===== config.mk =====
export PLATFORM = sky130hd
export DESIGN_NAME = sorted_table_insert_delete_flat
export DESIGN_NICKNAME = d
export VERILOG_FILES = /design/src/rtl/stid_pkg.sv /design/src/rtl/stid_if.sv /design/src/rtl/stid_store.sv /design/src/rtl/sorted_table_insert_delete.sv /design/src/flat_wrapper.sv
export VERILOG_INCLUDE_DIRS = /design/src /design/src/rtl
export SDC_FILE = /design/constraint.sdc
export NUM_CORES = 1
export LEC_CHECK = 0
export BUFFER_PORTS_ARGS = -buffer_cell sky130_fd_sc_hd__buf_2
export CAP_MARGIN = 20
export CORE_MARGIN = 1.5
export CORE_UTILIZATION = 39
export CTS_CLUSTER_DIAMETER = 50
export DETAILED_ROUTE_END_ITERATION = 12
export PLACE_DENSITY_LB_ADDON = 0.05
export SLEW_MARGIN = 15
export SYNTH_ARGS = -nofsm -noshare
export SYNTH_HDL_FRONTEND = slang
export SYNTH_HIERARCHICAL = 1
export SYNTH_SLANG_ARGS = --single-unit

===== constraint.sdc =====
create_clock -name i_clk -period 5.15 [get_ports i_clk]
set_clock_uncertainty 0.2 [all_clocks]
set_input_delay 1.03 -clock i_clk [delete_from_list [all_inputs] [get_ports i_clk]]
set_output_delay 1.03 -clock i_clk [all_outputs]
set_load 0.02 [all_outputs]

===== src/rtl/assert_macros.svh =====
// Assertion helpers shared by the RTL of the sorted table block.
// Clocked concurrent checks, with or without a reset qualifier.
`ifndef ASSERT_MACROS_SVH
`define ASSERT_MACROS_SVH

// Check that is switched off while reset is asserted.
`define STID_ASSERT(label, clk, rst_n, prop, msg) \
    label: assert property (@(posedge clk) disable iff (!(rst_n)) (prop)) \
        else $error(msg);

// Check that also holds during reset.
`define STID_ASSERT_ALWAYS(label, clk, prop, msg) \
    label: assert property (@(posedge clk) (prop)) else $error(msg);

`endif


===== src/rtl/stid_pkg.sv =====
// Shared types and codes for the sorted table block.
// No dependencies.
package stid_pkg;

    typedef enum logic [2:0] {
        S_IDLE,
        S_SCAN_RD,
        S_SCAN_CMP,
        S_SHIFT_RD,
        S_SHIFT_WR,
        S_MIN_RD,
        S_MIN_WAIT
    } t_state;

    typedef logic [1:0] t_status;

    localparam t_status ST_INSERTED = 2'd0;
    localparam t_status ST_DELETED  = 2'd1;
    localparam t_status ST_MISSING  = 2'd2;
    localparam t_status ST_FULL     = 2'd3;

    localparam logic ACT_INSERT = 1'b0;
    localparam logic ACT_DELETE = 1'b1;

    localparam int unsigned VALUE_W = 32;
    localparam int unsigned COUNT_W = 5;

endpackage


===== src/rtl/stid_if.sv =====
// Request and response channel interfaces of the sorted table block.
// Depends on stid_pkg for field widths.
interface stid_req_if;
    logic                                valid;
    logic                                ready;
    logic                                action;
    logic signed [stid_pkg::VALUE_W-1:0] value;

    modport source (output valid, output action, output value, input ready);
    modport sink   (input valid, input action, input value, output ready);
endinterface

interface stid_rsp_if;
    logic                                valid;
    logic                                ready;
    logic [1:0]                          status;
    logic [stid_pkg::COUNT_W-1:0]        entry_count;
    logic signed [stid_pkg::VALUE_W-1:0] smallest;

    modport source (output valid, output status, output entry_count, output smallest,
                    input ready);
    modport sink   (input valid, input status, input entry_count, input smallest,
                    output ready);
endinterface


===== src/rtl/stid_store.sv =====
// Entry store of the sorted table: one write port, one registered read port.
// Depends on stid_pkg for the entry width.
module stid_store #(
    parameter int DEPTH = 16,
    parameter int AW    = 4
) (
    input  logic                                i_clk,
    input  logic                                i_we,
    input  logic [AW-1:0]                       i_waddr,
    input  logic signed [stid_pkg::VALUE_W-1:0] i_wdata,
    input  logic [AW-1:0]                       i_raddr,
    output logic signed [stid_pkg::VALUE_W-1:0] o_rdata
);
    import stid_pkg::*;

    logic signed [VALUE_W-1:0] r_mem [DEPTH];
    logic signed [VALUE_W-1:0] r_rdata;

    always_ff @(posedge i_clk) begin
        if (i_we) begin
            r_mem[i_waddr] <= i_wdata;
        end
    end

    always_ff @(posedge i_clk) begin
        r_rdata <= r_mem[i_raddr];
    end

    assign o_rdata = r_rdata;

endmodule


===== src/rtl/sorted_table_insert_delete.sv =====
// Sorted table of signed 32-bit values with ordered insert and first-match delete.
// One transaction at a time: the request side stays not ready until the result is queued,
// so a new request is taken only after the result register has loaded.
// A single compare unit and the one write port and one read port of the entry store bound the rate.
// Synchronous active-low reset empties the table; stored values are not cleared.
`include "assert_macros.svh"

module sorted_table_insert_delete #(
    parameter int CAPACITY = 16
) (
    input  logic       i_clk,
    input  logic       i_rst_n,
    stid_req_if.sink   i_req,
    stid_rsp_if.source o_rsp
);
    import stid_pkg::*;

    localparam int AW = $clog2(CAPACITY);
    localparam int CW = $clog2(CAPACITY + 1);
    localparam logic [CW-1:0] CAP = CW'(CAPACITY);

    t_state                    r_state, n_state;
    logic                      r_action;
    logic signed [VALUE_W-1:0] r_value;
    logic [CW-1:0]             r_idx, n_idx;
    logic [CW-1:0]             r_k, n_k;
    logic [CW-1:0]             r_count, n_count;
    t_status                   r_status, n_status;
    logic                      r_out_valid, n_out_valid;
    t_status                   r_out_status;
    logic [COUNT_W-1:0]        r_out_count;
    logic signed [VALUE_W-1:0] r_out_smallest;

    logic                      req_acc;
    logic                      out_free;
    logic                      out_load;
    logic                      mem_we;
    logic [AW-1:0]             mem_waddr;
    logic signed [VALUE_W-1:0] mem_wdata;
    logic [AW-1:0]             mem_raddr;
    logic signed [VALUE_W-1:0] mem_rdata;
    logic                      cmp_lt, cmp_eq;
    logic [CW-1:0]             k_dec;
    logic [CW:0]               k_inc;
    logic                      is_ins;

    assign i_req.ready = (r_state == S_IDLE);
    assign req_acc     = i_req.valid && i_req.ready;
    assign out_free    = !r_out_valid || o_rsp.ready;
    assign is_ins      = (r_action == ACT_INSERT);

    // the shared compare unit
    assign cmp_lt = (mem_rdata < r_value);
    assign cmp_eq = (mem_rdata == r_value);
    assign k_dec  = r_k - 1'b1;
    assign k_inc  = {1'b0, r_k} + 1'b1;

    stid_store #(.DEPTH(CAPACITY), .AW(AW)) u_store (
        .i_clk  (i_clk),
        .i_we   (mem_we),
        .i_waddr(mem_waddr),
        .i_wdata(mem_wdata),
        .i_raddr(mem_raddr),
        .o_rdata(mem_rdata)
    );

    // next state
    always_comb begin
        n_state = r_state;
        unique case (r_state)
            S_IDLE: begin
                if (req_acc) begin
                    if (i_req.action == ACT_INSERT && r_count == CAP) n_state = S_MIN_RD;
                    else n_state = S_SCAN_RD;
                end
            end
            S_SCAN_RD: begin
                if (r_idx >= r_count) n_state = is_ins ? S_SHIFT_RD : S_MIN_RD;
                else n_state = S_SCAN_CMP;
            end
            S_SCAN_CMP: begin
                if (is_ins) n_state = cmp_lt ? S_SCAN_RD : S_SHIFT_RD;
                else n_state = cmp_eq ? S_SHIFT_RD : S_SCAN_RD;
            end
            S_SHIFT_RD: begin
                if (is_ins) n_state = (r_k > r_idx) ? S_SHIFT_WR : S_MIN_RD;
                else n_state = (k_inc < {1'b0, r_count}) ? S_SHIFT_WR : S_MIN_RD;
            end
            S_SHIFT_WR: n_state = S_SHIFT_RD;
            S_MIN_RD:   n_state = S_MIN_WAIT;
            S_MIN_WAIT: begin
                if (out_free) n_state = S_IDLE;
            end
            default:    n_state = S_IDLE;
        endcase
    end

    // datapath and store controls
    always_comb begin
        n_idx       = r_idx;
        n_k         = r_k;
        n_count     = r_count;
        n_status    = r_status;
        n_out_valid = r_out_valid && !o_rsp.ready;
        out_load    = 1'b0;
        mem_we      = 1'b0;
        mem_waddr   = r_k[AW-1:0];
        mem_wdata   = mem_rdata;
        mem_raddr   = '0;
        unique case (r_state)
            S_IDLE: begin
                n_idx    = '0;
                n_status = ST_FULL;
            end
            S_SCAN_RD: begin
                mem_raddr = r_idx[AW-1:0];
                if (r_idx >= r_count) begin
                    n_k      = r_count;
                    n_status = ST_MISSING;
                end
            end
            S_SCAN_CMP: begin
                if (is_ins) begin
                    if (cmp_lt) n_idx = r_idx + 1'b1;
                    else n_k = r_count;
                end else begin
                    if (cmp_eq) n_k = r_idx;
                    else n_idx = r_idx + 1'b1;
                end
            end
            S_SHIFT_RD: begin
                if (is_ins) begin
                    mem_raddr = k_dec[AW-1:0];
                    if (!(r_k > r_idx)) begin
                        // gap is open: drop the new value in
                        mem_we    = 1'b1;
                        mem_waddr = r_idx[AW-1:0];
                        mem_wdata = r_value;
                        n_count   = r_count + 1'b1;
                        n_status  = ST_INSERTED;
                    end
                end else begin
                    mem_raddr = k_inc[AW-1:0];
                    if (!(k_inc < {1'b0, r_count})) begin
                        n_count  = r_count - 1'b1;
                        n_status = ST_DELETED;
                    end
                end
            end
            S_SHIFT_WR: begin
                mem_we = 1'b1;
                n_k    = is_ins ? k_dec : k_inc[CW-1:0];
            end
            S_MIN_RD: begin
                mem_raddr = '0;
            end
            S_MIN_WAIT: begin
                mem_raddr = '0;
                if (out_free) begin
                    out_load    = 1'b1;
                    n_out_valid = 1'b1;
                end
            end
            default: begin
                mem_raddr = '0;
            end
        endcase
    end

    always_ff @(posedge i_clk) begin
        if (!i_rst_n) begin
            r_state     <= S_IDLE;
            r_count     <= '0;
            r_out_valid <= 1'b0;
        end else begin
            r_state     <= n_state;
            r_count     <= n_count;
            r_out_valid <= n_out_valid;
        end
    end

    always_ff @(posedge i_clk) begin
        if (req_acc) begin
            r_action <= i_req.action;
            r_value  <= i_req.value;
        end
        r_idx    <= n_idx;
        r_k      <= n_k;
        r_status <= n_status;
        if (out_load) begin
            r_out_status   <= r_status;
            r_out_count    <= COUNT_W'(r_count);
            r_out_smallest <= (r_count != '0) ? mem_rdata : '0;
        end
    end

    assign o_rsp.valid       = r_out_valid;
    assign o_rsp.status      = r_out_status;
    assign o_rsp.entry_count = r_out_count;
    assign o_rsp.smallest    = r_out_smallest;

    `STID_ASSERT(a_count_bound, i_clk, i_rst_n, r_count <= CAP, "entry count above capacity")
    `STID_ASSERT(a_write_in_range, i_clk, i_rst_n, mem_we |-> (r_k < CAP && r_idx < CAP),
        "store write outside the table")
    `STID_ASSERT(a_busy_after_req, i_clk, i_rst_n, req_acc |=> !i_req.ready,
        "ready again straight after a transaction")
    `STID_ASSERT(a_full_status, i_clk, i_rst_n,
        (r_state == S_MIN_WAIT && r_status == ST_FULL) |-> (r_count == CAP),
        "full status with room left")
    `STID_ASSERT(a_shift_order, i_clk, i_rst_n,
        (r_state == S_SHIFT_WR) |-> ($past(r_state) == S_SHIFT_RD),
        "entry move without a preceding read")

endmodule

===== src/flat_wrapper.sv =====
// flat-port wrapper written by rule: the top's interface ports become plain ports
module sorted_table_insert_delete_flat import stid_pkg::*;
#(
    parameter int CAPACITY = 16
)
  (i_clk, i_rst_n, i_req_valid, i_req_action, i_req_value, i_req_ready, o_rsp_valid, o_rsp_status, o_rsp_entry_count, o_rsp_smallest, o_rsp_ready);
  stid_req_if i_req_i ();
  stid_rsp_if o_rsp_i ();
  input  logic i_clk;
  input  logic i_rst_n;
  input wire logic [$bits(i_req_i.valid)-1:0] i_req_valid;
  input wire logic [$bits(i_req_i.action)-1:0] i_req_action;
  input wire logic [$bits(i_req_i.value)-1:0] i_req_value;
  output wire logic [$bits(i_req_i.ready)-1:0] i_req_ready;
  output wire logic [$bits(o_rsp_i.valid)-1:0] o_rsp_valid;
  output wire logic [$bits(o_rsp_i.status)-1:0] o_rsp_status;
  output wire logic [$bits(o_rsp_i.entry_count)-1:0] o_rsp_entry_count;
  output wire logic [$bits(o_rsp_i.smallest)-1:0] o_rsp_smallest;
  input wire logic [$bits(o_rsp_i.ready)-1:0] o_rsp_ready;
  assign i_req_i.valid = i_req_valid;
  assign i_req_i.action = i_req_action;
  assign i_req_i.value = i_req_value;
  assign i_req_ready = i_req_i.ready;
  assign o_rsp_valid = o_rsp_i.valid;
  assign o_rsp_status = o_rsp_i.status;
  assign o_rsp_entry_count = o_rsp_i.entry_count;
  assign o_rsp_smallest = o_rsp_i.smallest;
  assign o_rsp_i.ready = o_rsp_ready;
  sorted_table_insert_delete #(.CAPACITY(CAPACITY)) u_core (.i_clk(i_clk), .i_rst_n(i_rst_n), .i_req(i_req_i), .o_rsp(o_rsp_i));
endmodule

==> impl_metrics.yaml, run 1 <==
global_route:
  grt_pass1_wl_um: 92410
  grtUsageTotal_pct: 19.31
  grt_pass1_vias: 13530
  grt_max_degree: 87
  grt_antenna_before_repair: 0
  grt_overflow: 0
power_and_ir_drop:
  power.density_mw_per_mm2: 476.2
  ir_drop_mv: 0.2230
  power.leakage_nw: 10.01
setup_path:
  cp.required_ns: 5.25
  cp-start-kind: "flop"
  slowest_delay_ns: 0.57
  crit_arrival_ns: 4.23
  slowest_stage: "nor2_4"
  crit_type: "reg2reg"
  path_cells: "inv_1 > ha_1 > nor2b_1 > o21a_1 > o21ai_2 > a21oi_2 > or3_2 > o21ai_0 > nand3b_1 > nor2_4 > buf_12"
  end_kind: "flop"
  worst-path-max-fanout: 23
logic_synthesis:
  synth_area_sq_mm: 0.02517
  synth_enable_flop_cells: 596
  ys_async_sr_fraction_pct: 0
  seq_area_frac_synth_pct: 74.37
  ys_warn_count: 6
  synth_cells: 1343
  synth_seq_cells: 637
  ys_types: 62
  postSynthAreaPerCell_sq_um: 18.74
  ys.flop_type: "edfxtp_1"
  synthesis.nets: 1433
sta:
  finalHoldViolations: 0
  worstMarginPinSlew_ns: 1.127
  rsz0062_at_grt: "no"
  setup_viol: 0
  slew_headroom_pct: 24.69
  min_period_ns: 4.126
  finalCritPeriodShare_pct: 80.11
  setup_tns_ns: 0
  slew_viol_final: 0
  max_freq_mhz: 242.4
placed_design:
  routabilityCongestion: 0.8334
  hpwl_um: 37310
  placed_area_sq_mm: 0.02717
  port_buffers: 77
routing:
  viasPerCell: 5.316
  drtIter0Drc: 1152
  drc: 0
  via_count: 12900
  dr.pass1.iters: 6
  final_antenna_net_count: 0
  wl_um: 62830
  avgRoutedWirePerCell_um: 25.89
hold_path:
  hold_class: "reg2reg"
floorplan:
  fp.coreArea_sq_mm: 0.06343
  die_area_sq_mm: 0.06607
  die_x_um: 257.0
  dieHeight_um: 257.0
  io_pins: 78
  initial_core_util_pct: 39.68
  rows: 92
clock_network:
  cts_resized: 0
  clk_pin_slew_ns: 0.05
  hold_buffers: 0
  clock_latency_ns: 0.62
  cts_num_sinks: 637
  ctsHtreeMaxLevel: 3
  numCtsBuffers: 81
  cts_buffer_depth: 3
  root_buffer: "clkbuf_16"
  cts_setup_buffers: 0
  cts_tree: "yes"
job:
  cap_violations: 0
finish:
  fin_area_sq_mm: 0.02986
  fin_nets: 1602
  drive_gt1_share_pct: 28.10
  area_growth_pct: 18.64
run_status:
  status: "finished, final reports clean"
## layout make-up
| cell class | instances | area (sq um) |
|---|---|---|
| Clock buffer | 101 | 2153 |
| Tap cell | 846 | 1059 |
| Antenna cell | 1 | 2.502 |
| Multi-Input combinational cell | 597 | 6168 |
| Fill cell | 5307 | 33570 |
| Clock inverter | 50 | 514.2 |
| Sequential cell | 637 | 18720 |
| Inverter | 47 | 176.4 |
| Timing Repair Buffer | 148 | 1069 |
## worst max-delay path, delay by kind of cell, from the launching register on
| family | cells | cell delay [ns] |
|---|---|---|
| and+or+nand+nor | 4 | 1.65 |
| AOI/OAI and AO/OA | 4 | 0.81 |
| buffers and inverters | 2 | 0.42 |
| adders and majority gates | 1 | 0.26 |
| DFF | 1 | 0.47 |
## metrics by stage
stage | hold slack (ns) | worst slack (ns) | power (mW) | std cells | utilization [%]
5_1_grt | 0.2314 | 0.7135 | 14.82 | 2426 | 47.07
3_5_place_dp | 0.2129 | 1.022 | 8.767 | 2273 | 42.84
3_3_place_gp | 0.2107 | 1.095 | 8.766 | 2273 | 42.84
6_report | 0.2245 | 1.024 | 14.22 | 2427 | 47.08
4_1_cts | 0.2262 | 0.9948 | 14.39 | 2424 | 47.04
2_1_floorplan | 0.2003 | 0.4210 | 7.860 | 1343 | -
## cells in the mapped netlist (11+ instances only)
library cell	count	area share, %
edfxtp_1	596	71
mux4_2	128	11
nand2_1	95	1.4
a22oi_1	65	1.9
ha_1	52	2.6
inv_1	46	0.69
o21ai_0	44	0.87
dfxtp_1	41	3.3
nor2b_1	36	0.89
nor2_1	32	0.48
clkbuf_1	29	0.43
a21oi_1	22	0.44
buf_4	12	0.36
nand3_1	12	0.24
xnor2_1	12	0.42
buf_2	11	0.22
nor3_1	11	0.22
## flip-flops by register name, indices dropped and copies added (netlist names)
signal,flops
u_core/o_rsp.entry_count,5
u_core/r_action,1
u_core/r_status,2
u_core/r_value,32
u_core/o_rsp.smallest,32
u_core/r_idx,5
u_core/u_store/r_mem,512
u_core/r_count,5
u_core/u_store/o_rdata,32
u_core/r_state,3
u_core/o_rsp.valid,1
u_core/r_k,5
u_core/o_rsp.status,2
## layout by cell type, fill, tap and decap left out, drive strengths merged, types with 5 or more instances in the layout
cell and instances:
buf 148, edfxtp 596, nor2 32, o21ai 50
a21o 6, inv 61, and2 6, bufinv 6
a22oi 65, clkbuf 101, nand2 95, dfxtp 41
ha 52, nor3 11, mux4 128, xnor2 12
mux2i 5, clkinv 23, nor2b 36, clkinvlp 7
a21oi 23, nand4 6, nand3 12
## per-layer routing
metal / global-route usage [%] / wire, um
met4: 5.490 / 1146
met3: 3.231 / 3300
met1: 27.80 / 28910
met2: 30.34 / 29470
met5: 0 / 0
## logic make-up (layout without fill, tap and decap cells)
logic type / Yosys count / after routing / synth area share [%]
other cells: 0 / 1 / 0
simple gates: 221 / 221 / 4.275
compound gates: 175 / 175 / 4.643
mux: 134 / 134 / 11.70
xor+xnor: 14 / 14 / 0.4872
fa+ha+maj: 53 / 53 / 2.665
flops: 637 / 637 / 74.37
buf+inv: 109 / 346 / 1.859
## final timing paths
check,cells after the start,slack [ns],start,to
worst min-delay path,0,0.22,u_core/r_status[1],u_core/o_rsp.status[1]
worst max register to register,11,1.02,u_core/r_idx[1],u_core/u_store/r_mem[11][22]
worst min register to register,0,0.22,u_core/r_status[1],u_core/o_rsp.status[1]
worst max-delay path,11,1.02,u_core/r_idx[1],u_core/u_store/r_mem[11][22]
## where the power goes
part           leakage, nW  total (mW)  internal, mW  switching [mW]
logic                 2.94        2.20         0.803            1.40
clock network         1.29        5.58          3.32            2.25
registers             5.78        6.44          6.29           0.156
No activity file was read; power rests on OpenSTA's default activity.
==> run 2: changes to the inputs <==
Clock period 5.15 ns to 3.8 ns, I/O delays scaled along.
==> run 2 against run 1 <==
Fmax grew 14%; first-iteration DRC count is 6.9% lower; hold slack got worse by 0.11 ns; combinational power grew 58%; sequential power increased by 35%; clock power increased by 33%; largest cell class unchanged; largest power group unchanged; highest routed layer unchanged.
==> impl_metrics.yaml, run 2 (synthesis results as in run 1) <==
clock_network:
  cts_resized: 0
  numCtsBuffers: 81
  clock_latency_ns: 0.62
  hold_buffers: 0
  cts_buffer_depth: 3
  cts_num_sinks: 637
  root_buffer: "clkbuf_16"
  ctsHtreeMaxLevel: 3
  cts_setup_buffers: 0
  clk_pin_slew_ns: 0.06
  cts_tree: "yes"
placed_design:
  hpwl_um: 43380
  routabilityCongestion: 0.7928
  dp.cells: 2325
  port_buffers: 77
hold_path:
  hold_class: "in2reg"
setup_path:
  crit_type: "reg2reg"
  cp.required_ns: 3.89
  path_cells: "inv_2 > ha_4 > nor2b_1 > o21a_1 > o21ai_2 > a21oi_2 > or3_2 > o21ai_2 > nand2_1 > buf_4 > nor2_4 > buf_4"
  cp-start-kind: "flop"
  crit_arrival_ns: 3.70
  slowest_delay_ns: 0.57
  end_kind: "flop"
  worst-path-buf-inv: 3
  worst-path-max-fanout: 13
  slowest_stage: "or3_2"
  cp_top_family: "simple AND/OR/NAND/NOR gates"
finish:
  postLayoutCoreUtil_pct: 47.96
  area_growth_pct: 20.88
  largest_reg_flops: 512
  stdcell_count: 2476
  final_common_cell: "edfxtp_1"
  n_fill_cell: 5326
  final_cell_mix: "edfxtp_1, mux4_2, buf_4"
  fin_nets: 1652
  top_register: "u_core/u_store/r_mem"
  drive_gt1_share_pct: 30.82
sta:
  setup_viol: 0
  worstMarginPinSlew_ns: 1.004
  slew_headroom_pct: 32.64
  finalHoldViolations: 0
  timing.hold.ws_ns: 0.1104
  setup_tns_ns: 0
  slew_viol_final: 0
  min_period_ns: 3.612
  finalCritPeriodShare_pct: 95.06
  rsz0062_at_grt: "no"
  max_freq_mhz: 276.8
routing:
  final_antenna_net_count: 0
  drtIter0Drc: 1072
  via_count: 13320
  drc: 0
  dr.pass1.iters: 5
  avgRoutedWirePerCell_um: 27.13
  wl_um: 67170
  viasPerCell: 5.381
global_route:
  grt_max_degree: 44
  grt_pass1_vias: 13610
  grt_antenna_before_repair: 2
  grt_overflow: 0
  grt_pass1_wl_um: 97050
  grtUsageTotal_pct: 20.59
power_and_ir_drop:
  ir_drop_mv: 0.3311
  power.leakage_nw: 10.27
  p_total_mw: 19.58
  power.density_mw_per_mm2: 643.6
run_status:
  status: "finished, final reports clean"
floorplan:
  dieHeight_um: 257.0
  die_x_um: 257.0
  die_area_sq_mm: 0.06607
  io_pins: 78
  initial_core_util_pct: 39.68
  rows: 92
  fp.coreArea_sq_mm: 0.06343
job:
  cap_violations: 0
-- run 2: changes by cell type in the layout (fill, tap and decap cells not counted), moves of 2 or more --
cell and delta:
clkinvlp_4 +3, nand2_1 -2, buf_4 +36, clkbuf_1 -3
clkinv_1 +3, o21ai_2 +3, buf_12 +14, nand2_2 +2
inv_6 -4, o21ai_1 -3
-- run 2: metrics by stage --
| step | setup WS, ns | area, sq um |
|---|---|---|
| 2_1_floorplan | -0.08802 | 25380 |
| 3_5_place_dp | 0.2003 | 27790 |
| 5_1_grt | 0.005676 | 30420 |
| 4_1_cts | 0.1881 | 30420 |
| 6_report | 0.1878 | 30420 |
| 3_3_place_gp | 0.2356 | 27790 |
-- run 2: final timing paths --
| check | cells after the start | from | slack (ns) | end |
|---|---|---|---|---|
| worst max-delay path | 12 | u_core/r_idx[1] | 0.19 | u_core/u_store/r_mem[11][27] |
| worst min-delay path | 1 | i_req_value[9] | 0.11 | u_core/r_value[9] |
| worst max register to register | 12 | u_core/r_idx[1] | 0.19 | u_core/u_store/r_mem[11][27] |
| worst min register to register | 0 | u_core/r_status[1] | 0.22 | u_core/o_rsp.status[1] |
-- run 2: per-layer routing --
layer	track usage [%]	wire [um]
met1	32.25	33040
met2	29.69	29190
met3	3.536	3612
met4	5.082	1331
met5	0	0
-- run 2: area by class of cell --
cell class	count	area [sq um]	area share, %
diodes	1	2.502	0.008226
clock inverters	52	483.0	1.588
flip-flops and latches	637	18720	61.53
repair buffers	198	1619	5.322
multi-input cells	597	6222	20.45
inverters	47	176.4	0.5799
well taps	846	1059	3.479
clock buffers	98	2142	7.041
-- run 2: report_power, final --
group          switching [mW]  leakage, nW  internal, mW
registers               0.158         5.78          8.52
logic                    2.21         3.23          1.25
clock network            3.02         1.26          4.41
